### src/rtl/shda_pkg.sv
// ----------------------------------------------------------------------------
// shda_pkg
// Shared types and constants for the signed decimal/hex string parser.
// ----------------------------------------------------------------------------
`default_nettype none

package shda_pkg;

	// Parser phase codes.
	localparam logic [2:0] PH_IDLE   = 3'd0;
	localparam logic [2:0] PH_START  = 3'd1;
	localparam logic [2:0] PH_SIGNED = 3'd2;
	localparam logic [2:0] PH_ZERO   = 3'd3;
	localparam logic [2:0] PH_DEC    = 3'd4;
	localparam logic [2:0] PH_HEX    = 3'd5;

	// Character codes that steer the parser.
	localparam logic [7:0] CH_MINUS = 8'h2d;
	localparam logic [7:0] CH_ZERO  = 8'h30;
	localparam logic [7:0] CH_NINE  = 8'h39;
	localparam logic [7:0] CH_LO_A  = 8'h61;
	localparam logic [7:0] CH_LO_F  = 8'h66;
	localparam logic [7:0] CH_LO_X  = 8'h78;
	localparam logic [7:0] CH_UP_A  = 8'h41;
	localparam logic [7:0] CH_UP_F  = 8'h46;
	localparam logic [7:0] CH_UP_X  = 8'h58;

	// Parser state carried from one item to the next.
	typedef struct packed {
		logic [2:0]  phase;
		logic        negative;
		logic [31:0] accum;
	} parse_state_t;

	// Result of one parse step.
	typedef struct packed {
		logic        emit;
		logic [31:0] value;
	} step_result_t;

endpackage

`default_nettype wire

### src/rtl/shda_step.sv
// ----------------------------------------------------------------------------
// shda_step
// Combinational next-state and result logic for one character.
// ----------------------------------------------------------------------------
`default_nettype none

module shda_step (
	input  wire logic [7:0]            ch,
	input  wire logic                  first,
	input  wire shda_pkg::parse_state_t cur,
	output shda_pkg::parse_state_t     nxt,
	output shda_pkg::step_result_t     res
);

	shda_pkg::parse_state_t st;
	logic        is_dec;
	logic        is_lo_hex;
	logic        is_up_hex;
	logic [3:0]  hex_digit;
	logic [31:0] dec_acc;
	logic [31:0] hex_acc;
	logic [31:0] signed_val;

	// Digit classification and the hex digit value.
	always_comb begin
		is_dec    = ch inside {[shda_pkg::CH_ZERO:shda_pkg::CH_NINE]};
		is_lo_hex = ch inside {[shda_pkg::CH_LO_A:shda_pkg::CH_LO_F]};
		is_up_hex = ch inside {[shda_pkg::CH_UP_A:shda_pkg::CH_UP_F]};
		if (is_dec) begin
			hex_digit = ch[3:0];
		end else begin
			// Letters a-f and A-F both carry 1..6 in their low nibble.
			hex_digit = ch[3:0] + 4'd9;
		end
	end

	// A first flag restarts the parse with a cleared state.
	always_comb begin
		if (first) begin
			st = '{phase: shda_pkg::PH_START, negative: 1'b0, accum: 32'd0};
		end else begin
			st = cur;
		end
		dec_acc    = {st.accum[28:0], 3'b000} + {st.accum[30:0], 1'b0}
			+ {28'd0, ch[3:0]};
		hex_acc    = {st.accum[27:0], hex_digit};
		signed_val = st.negative ? (32'd0 - st.accum) : st.accum;
	end

	// Phase transitions; an unmatched character ends a parse and emits.
	always_comb begin
		nxt       = st;
		res.emit  = 1'b0;
		res.value = signed_val;
		case (st.phase)
			shda_pkg::PH_START, shda_pkg::PH_SIGNED, shda_pkg::PH_ZERO,
			shda_pkg::PH_DEC: begin
				if ((st.phase == shda_pkg::PH_START) && (ch == shda_pkg::CH_MINUS)) begin
					nxt.negative = 1'b1;
					nxt.phase    = shda_pkg::PH_SIGNED;
				end else if ((st.phase inside {shda_pkg::PH_START, shda_pkg::PH_SIGNED})
						&& (ch == shda_pkg::CH_ZERO)) begin
					nxt.phase = shda_pkg::PH_ZERO;
				end else if ((st.phase == shda_pkg::PH_ZERO)
						&& (ch inside {shda_pkg::CH_LO_X, shda_pkg::CH_UP_X})) begin
					nxt.phase = shda_pkg::PH_HEX;
				end else if (is_dec) begin
					nxt.accum = dec_acc;
					nxt.phase = shda_pkg::PH_DEC;
				end else begin
					nxt.phase = shda_pkg::PH_IDLE;
					res.emit  = 1'b1;
				end
			end
			shda_pkg::PH_HEX: begin
				if (is_dec || is_lo_hex || is_up_hex) begin
					nxt.accum = hex_acc;
				end else begin
					nxt.phase = shda_pkg::PH_IDLE;
					res.emit  = 1'b1;
				end
			end
			default: begin
				nxt.phase = shda_pkg::PH_IDLE;
			end
		endcase
	end

endmodule

`default_nettype wire

### src/rtl/signed_hex_decimal_atoi.sv
// ----------------------------------------------------------------------------
// signed_hex_decimal_atoi
// Streaming parser of signed decimal or 0x-prefixed hex strings to 32 bits.
// ----------------------------------------------------------------------------
//
//  Channel | Handshake            | Payload
//  --------+----------------------+---------------------------
//  in      | in_valid / in_ready  | ch[7:0], first
//  out     | out_valid / out_ready| value[31:0] (signed)
//
// One character item is taken per cycle. An item is held in the input
// register, where the parse step runs and updates the state; an emitted
// value appears in the result register the cycle after. The input stalls
// only while a value waits in the result register and the held item would
// emit another. Reset clears the state to idle and both registers to empty.
`default_nettype none

module signed_hex_decimal_atoi (
	input  wire logic               clk,
	input  wire logic               arst_n,
	input  wire logic               in_valid,
	output logic                    in_ready,
	input  wire logic [7:0]         ch,
	input  wire logic               first,
	output logic                    out_valid,
	input  wire logic               out_ready,
	output logic signed [31:0]      value
);

	logic                   valid_s1;
	logic [7:0]             ch_s1;
	logic                   first_s1;
	shda_pkg::parse_state_t state_q;
	shda_pkg::parse_state_t state_nxt;
	shda_pkg::step_result_t step_res;
	logic                   consume;
	logic                   in_fire;

	// Parse step on the registered item.
	shda_step u_step (
		.ch    (ch_s1),
		.first (first_s1),
		.cur   (state_q),
		.nxt   (state_nxt),
		.res   (step_res)
	);

	// The held item proceeds unless it emits into an occupied result register that is not being read.
	assign consume  = valid_s1 && (!step_res.emit || !out_valid || out_ready);
	assign in_ready = !valid_s1 || consume;
	assign in_fire  = in_valid && in_ready;

	// Input register.
	always_ff @(posedge clk or negedge arst_n) begin
		if (!arst_n) begin
			valid_s1 <= 1'b0;
		end else if (in_fire) begin
			valid_s1 <= 1'b1;
		end else if (consume) begin
			valid_s1 <= 1'b0;
		end
	end

	always_ff @(posedge clk) begin
		if (in_fire) begin
			ch_s1    <= ch;
			first_s1 <= first;
		end
	end

	// Parser state.
	always_ff @(posedge clk or negedge arst_n) begin
		if (!arst_n) begin
			state_q <= '{phase: shda_pkg::PH_IDLE, negative: 1'b0, accum: 32'd0};
		end else if (consume) begin
			state_q <= state_nxt;
		end
	end

	// Result register.
	always_ff @(posedge clk or negedge arst_n) begin
		if (!arst_n) begin
			out_valid <= 1'b0;
		end else if (consume && step_res.emit) begin
			out_valid <= 1'b1;
		end else if (out_ready) begin
			out_valid <= 1'b0;
		end
	end

	always_ff @(posedge clk) begin
		if (consume && step_res.emit) begin
			value <= step_res.value;
		end
	end

	// Assertions.
	a_stall_means_held: assert property (@(posedge clk) disable iff (!arst_n)
		!in_ready |-> valid_s1)
		else $error("input stalled with an empty input register");

	a_emit_lands: assert property (@(posedge clk) disable iff (!arst_n)
		(consume && step_res.emit) |=> out_valid)
		else $error("emitted value did not reach the result register");

	a_first_progress: assert property (@(posedge clk) disable iff (!arst_n)
		(consume && first_s1) |=> ((state_q.phase != shda_pkg::PH_IDLE) || out_valid))
		else $error("first character neither started a parse nor emitted");

endmodule

`default_nettype wire
### config.mk
export PLATFORM = sky130hd
export DESIGN_NAME = signed_hex_decimal_atoi
export DESIGN_NICKNAME = d
export VERILOG_FILES = /design/src/rtl/shda_pkg.sv /design/src/rtl/shda_step.sv /design/src/rtl/signed_hex_decimal_atoi.sv
export SDC_FILE = /design/constraint.sdc
export NUM_CORES = 1
export LEC_CHECK = 0
export BUFFER_PORTS_ARGS = -buffer_cell sky130_fd_sc_hd__buf_2
export CORE_AREA = 3 3 133 135
export CTS_CLUSTER_SIZE = 25
export DETAILED_ROUTE_END_ITERATION = 16
export DIE_AREA = 0 0 136 138
export GPL_ROUTABILITY_DRIVEN = 0
export SLEW_MARGIN = 20
export SYNTH_ARGS = -nofsm -noshare
export SYNTH_HDL_FRONTEND = slang
export SYNTH_SLANG_ARGS = --single-unit
### constraint.sdc
create_clock -name clk -period 13.15 [get_ports clk]
set_input_delay 0.6575 -clock clk [delete_from_list [all_inputs] [get_ports clk]]
set_output_delay 0.6575 -clock clk [all_outputs]
set_load 0.02 [all_outputs]
==> out/metrics.cfg <==
[status]
status=finished, final reports clean

[logic_synthesis]
yosys.area_share.simple_pct=19.31
synth-xor-area-share_pct=6.270
synthDistinctLibCells=82
synth-compound-area-share_pct=25.18
async_flop_share_pct=48.10
netlist_area_um2=6565
syn_area_per_cell_um2=9.018
yosys.area_share.adder_pct=12.31
synth_warnings=0
synth-edff-count=41
synth_top_family_by_area=compound AO/OA/AOI/OAI gates
syn-num-nets=805
synth_mux_area_share_pct=0.4765
ys.flop_type=edfxtp_1
yosys_register_bits=79
synth_cells=728
yosysSeqAreaShare_pct=33.24

[cells_and_area]
area_growth_pct=11.21
fillerInstances=1674
nets=834
finalNonFillerCells=982
diodes=0
layout_common_cells=nand2_1 (71), nor2_1 (65), ha_1 (63)
layout_commonest_cell=nand2_1
drive_above_1_share_pct=12.73

[timing]
fin_crit_sh_pct=32.75
finalSetupViolations=0
layout_setup_ws_ps=8844
fin_tns_setup_ps=0
hold_slack_ps=428.7
finalHoldViolations=0
fin_skew_ps=8.071
drv_slew=0
tightest_slew_ps=1024
rsz0062_at_grt=false
relSlewSlack_pct=31.70
max_freq_mhz=232.2
period_minus_slack_ps=4306

[clock_network]
clock-root-buffer=clkbuf_16
post_cts_buffers=0
cts-resized-gates=0
cts.sinks=79
worstSkewPairLatency_ps=360
cts_tree=built
htree_levels=3
cts.clk_slew.worst_paths_ps=70
holdBufCountCts=0
numCtsBuffers=9
cts_max_path_buffers=2

[floorplanning]
core-area_um2=16580
num_rows=47
pin_count=47
start_util_pct=39.59
die_w_um=136
die_area_um2=18770
fp.dieH_um=138

[route]
wl_per_cell_um=17.37
drtIter0Drc=458
route.vias.total=5646
drc=0
firstDrtPassIters=5
viasPerCell=5.749
antenna_left=0
wl_mm=17.05

[placed_design]
dp_slack_ps=8852
dp_hpwl_mm=12.47
place_inst=966
port-buffer-count=46

[grt]
grt_pass1_wl_mm=27.68
overflow=0
grt_use_total_pct=18.29
antenna_found_initial=1
grt_max_degree=82
first_global_vias=5387

[setup_path]
crit_path_max_incr_delay_ps=640
critical_path_buf_inv_count=1
cp.arrival_ps=4530
cp-end-kind=flop
cp_max_fo=81
path_cells=buf_4, nor2b_1, xor2_1, ha_1, fa_1, a211o_1, a211oi_1, nor2_1, a311o_1, a21oi_1, xnor2_1, a222oi_1, o21ai_0
crit_required_ps=13380
crit_slowest_cell=buf_4
crit_type=flop to flop
critPathTopFamily=compound AO/OA/AOI/OAI gates
start_kind=flop

[job]
drv_cap=0

[pwr]
power.leakage_nw=3.190
ir_worst_vdd_mv=0.07682
power_density_nw_per_um2=94.07

[hold_path]
hold_class=input port to asynchronous set/reset pin

-- cell families after synthesis --
logic type | after synthesis
XOR/XNOR | 47
AND/OR/NAND/NOR | 250
AO/OA/AOI/OAI | 236
multiplexers | 3
flip-flops | 79
adder cells (fa/ha/maj) | 64
buffers and inverters | 49
-- where the power goes --
group,leakage [nW],switching (mW),internal (mW)
logic,2.12,0.0755,0.0442
clock network,0.157,0.106,0.167
registers,0.912,0.0166,0.277
total,3.19,0.198,0.488
-- metal layers --
layer  track usage (%)  routed length (um)  vias to the layer above
met3             3.488                1113                       22
met5                 0                  13                        -
li1                  -                   -                     2783
met2             28.21                7704                      178
met1             25.93                7910                     2661
met4             5.729                 310                        2
-- registers in the layout, indices dropped and copies added, names as in the netlist --
name       cells
ch_s1          8
state_q       36
out_valid      1
valid_s1       1
value         32
first_s1       1
-- final timing paths --
path / start / end / slack (ps) / depth (start not counted)
max reg2reg: first_s1$_DFFE_PP_ / state_q[16]$_DFFE_PN0P_ / 8840 / 13
min in group clk: ch[0] / ch_s1[0]$_DFFE_PP_ / 480 / 1
max in group asynchronous: arst_n / state_q[0]$_DFFE_PN0P_ / 12120 / 1
min: arst_n / state_q[30]$_DFFE_PN0P_ / 430 / 1
max: first_s1$_DFFE_PP_ / state_q[16]$_DFFE_PN0P_ / 8840 / 13
min reg2reg: state_q[5]$_DFFE_PN0P_ / state_q[5]$_DFFE_PN0P_ / 530 / 1
-- per-stage QoR --
step	total power [mW]	util (%)	area, um2
floorplan	0.3822	-	6565
global placement	0.4151	42.07	6977
detailed placement	0.4178	42.07	6977
CTS	0.6919	44.02	7301
global route	0.7181	44.02	7301
finish	0.6868	44.02	7301
-- area by class of cell --
class / count / area, um2 / share of cell area, %
flip-flops and latches: 79 / 2182 / 29.89
multi-input cells: 600 / 4195 / 57.46
repair buffers: 50 / 260.3 / 3.565
clock buffers: 10 / 229.0 / 3.136
clock inverters: 6 / 95.09 / 1.302
inverters: 17 / 63.81 / 0.8740
well taps: 220 / 275.3 / 3.770
-- synth_stat cells (all sizes together), types with 3 or more instances --
cell    number  area (um2)
nand2       71       266.5
nor2        65       244.0
ha          63       788.3
o21ai       63       319.1
a21oi       41       205.2
edfxtp      41        1231
dfrtp       38       950.9
xor2        33       289.0
nor2b       31       209.0
nand3       22       110.1
clkbuf      17       63.81
inv         17       63.81
a21o        15       112.6
buf         15       83.83
xnor2       14       122.6
a22oi       12       90.09
a31oi       11       68.82
o21a        11       82.58
a211oi      10       80.07
nand2b      10       62.56
nor3         9       55.05
o22ai        9       62.56
a221oi       6       52.55
o31ai        6       68.81
or3          6       42.54
a21boi       5       52.55
and2         5       31.28
o211ai       5       37.54
o21bai       5       37.54
or2          5       31.28
or4          5       48.79
a222oi       4       40.04
nand4        4       31.28
nor4         4       25.02
o41ai        4       53.81
a22o         3       26.28
a41oi        3       33.79
nand4b       3       26.28
o221ai       3       26.28
(Power assumes the default switching activity.)
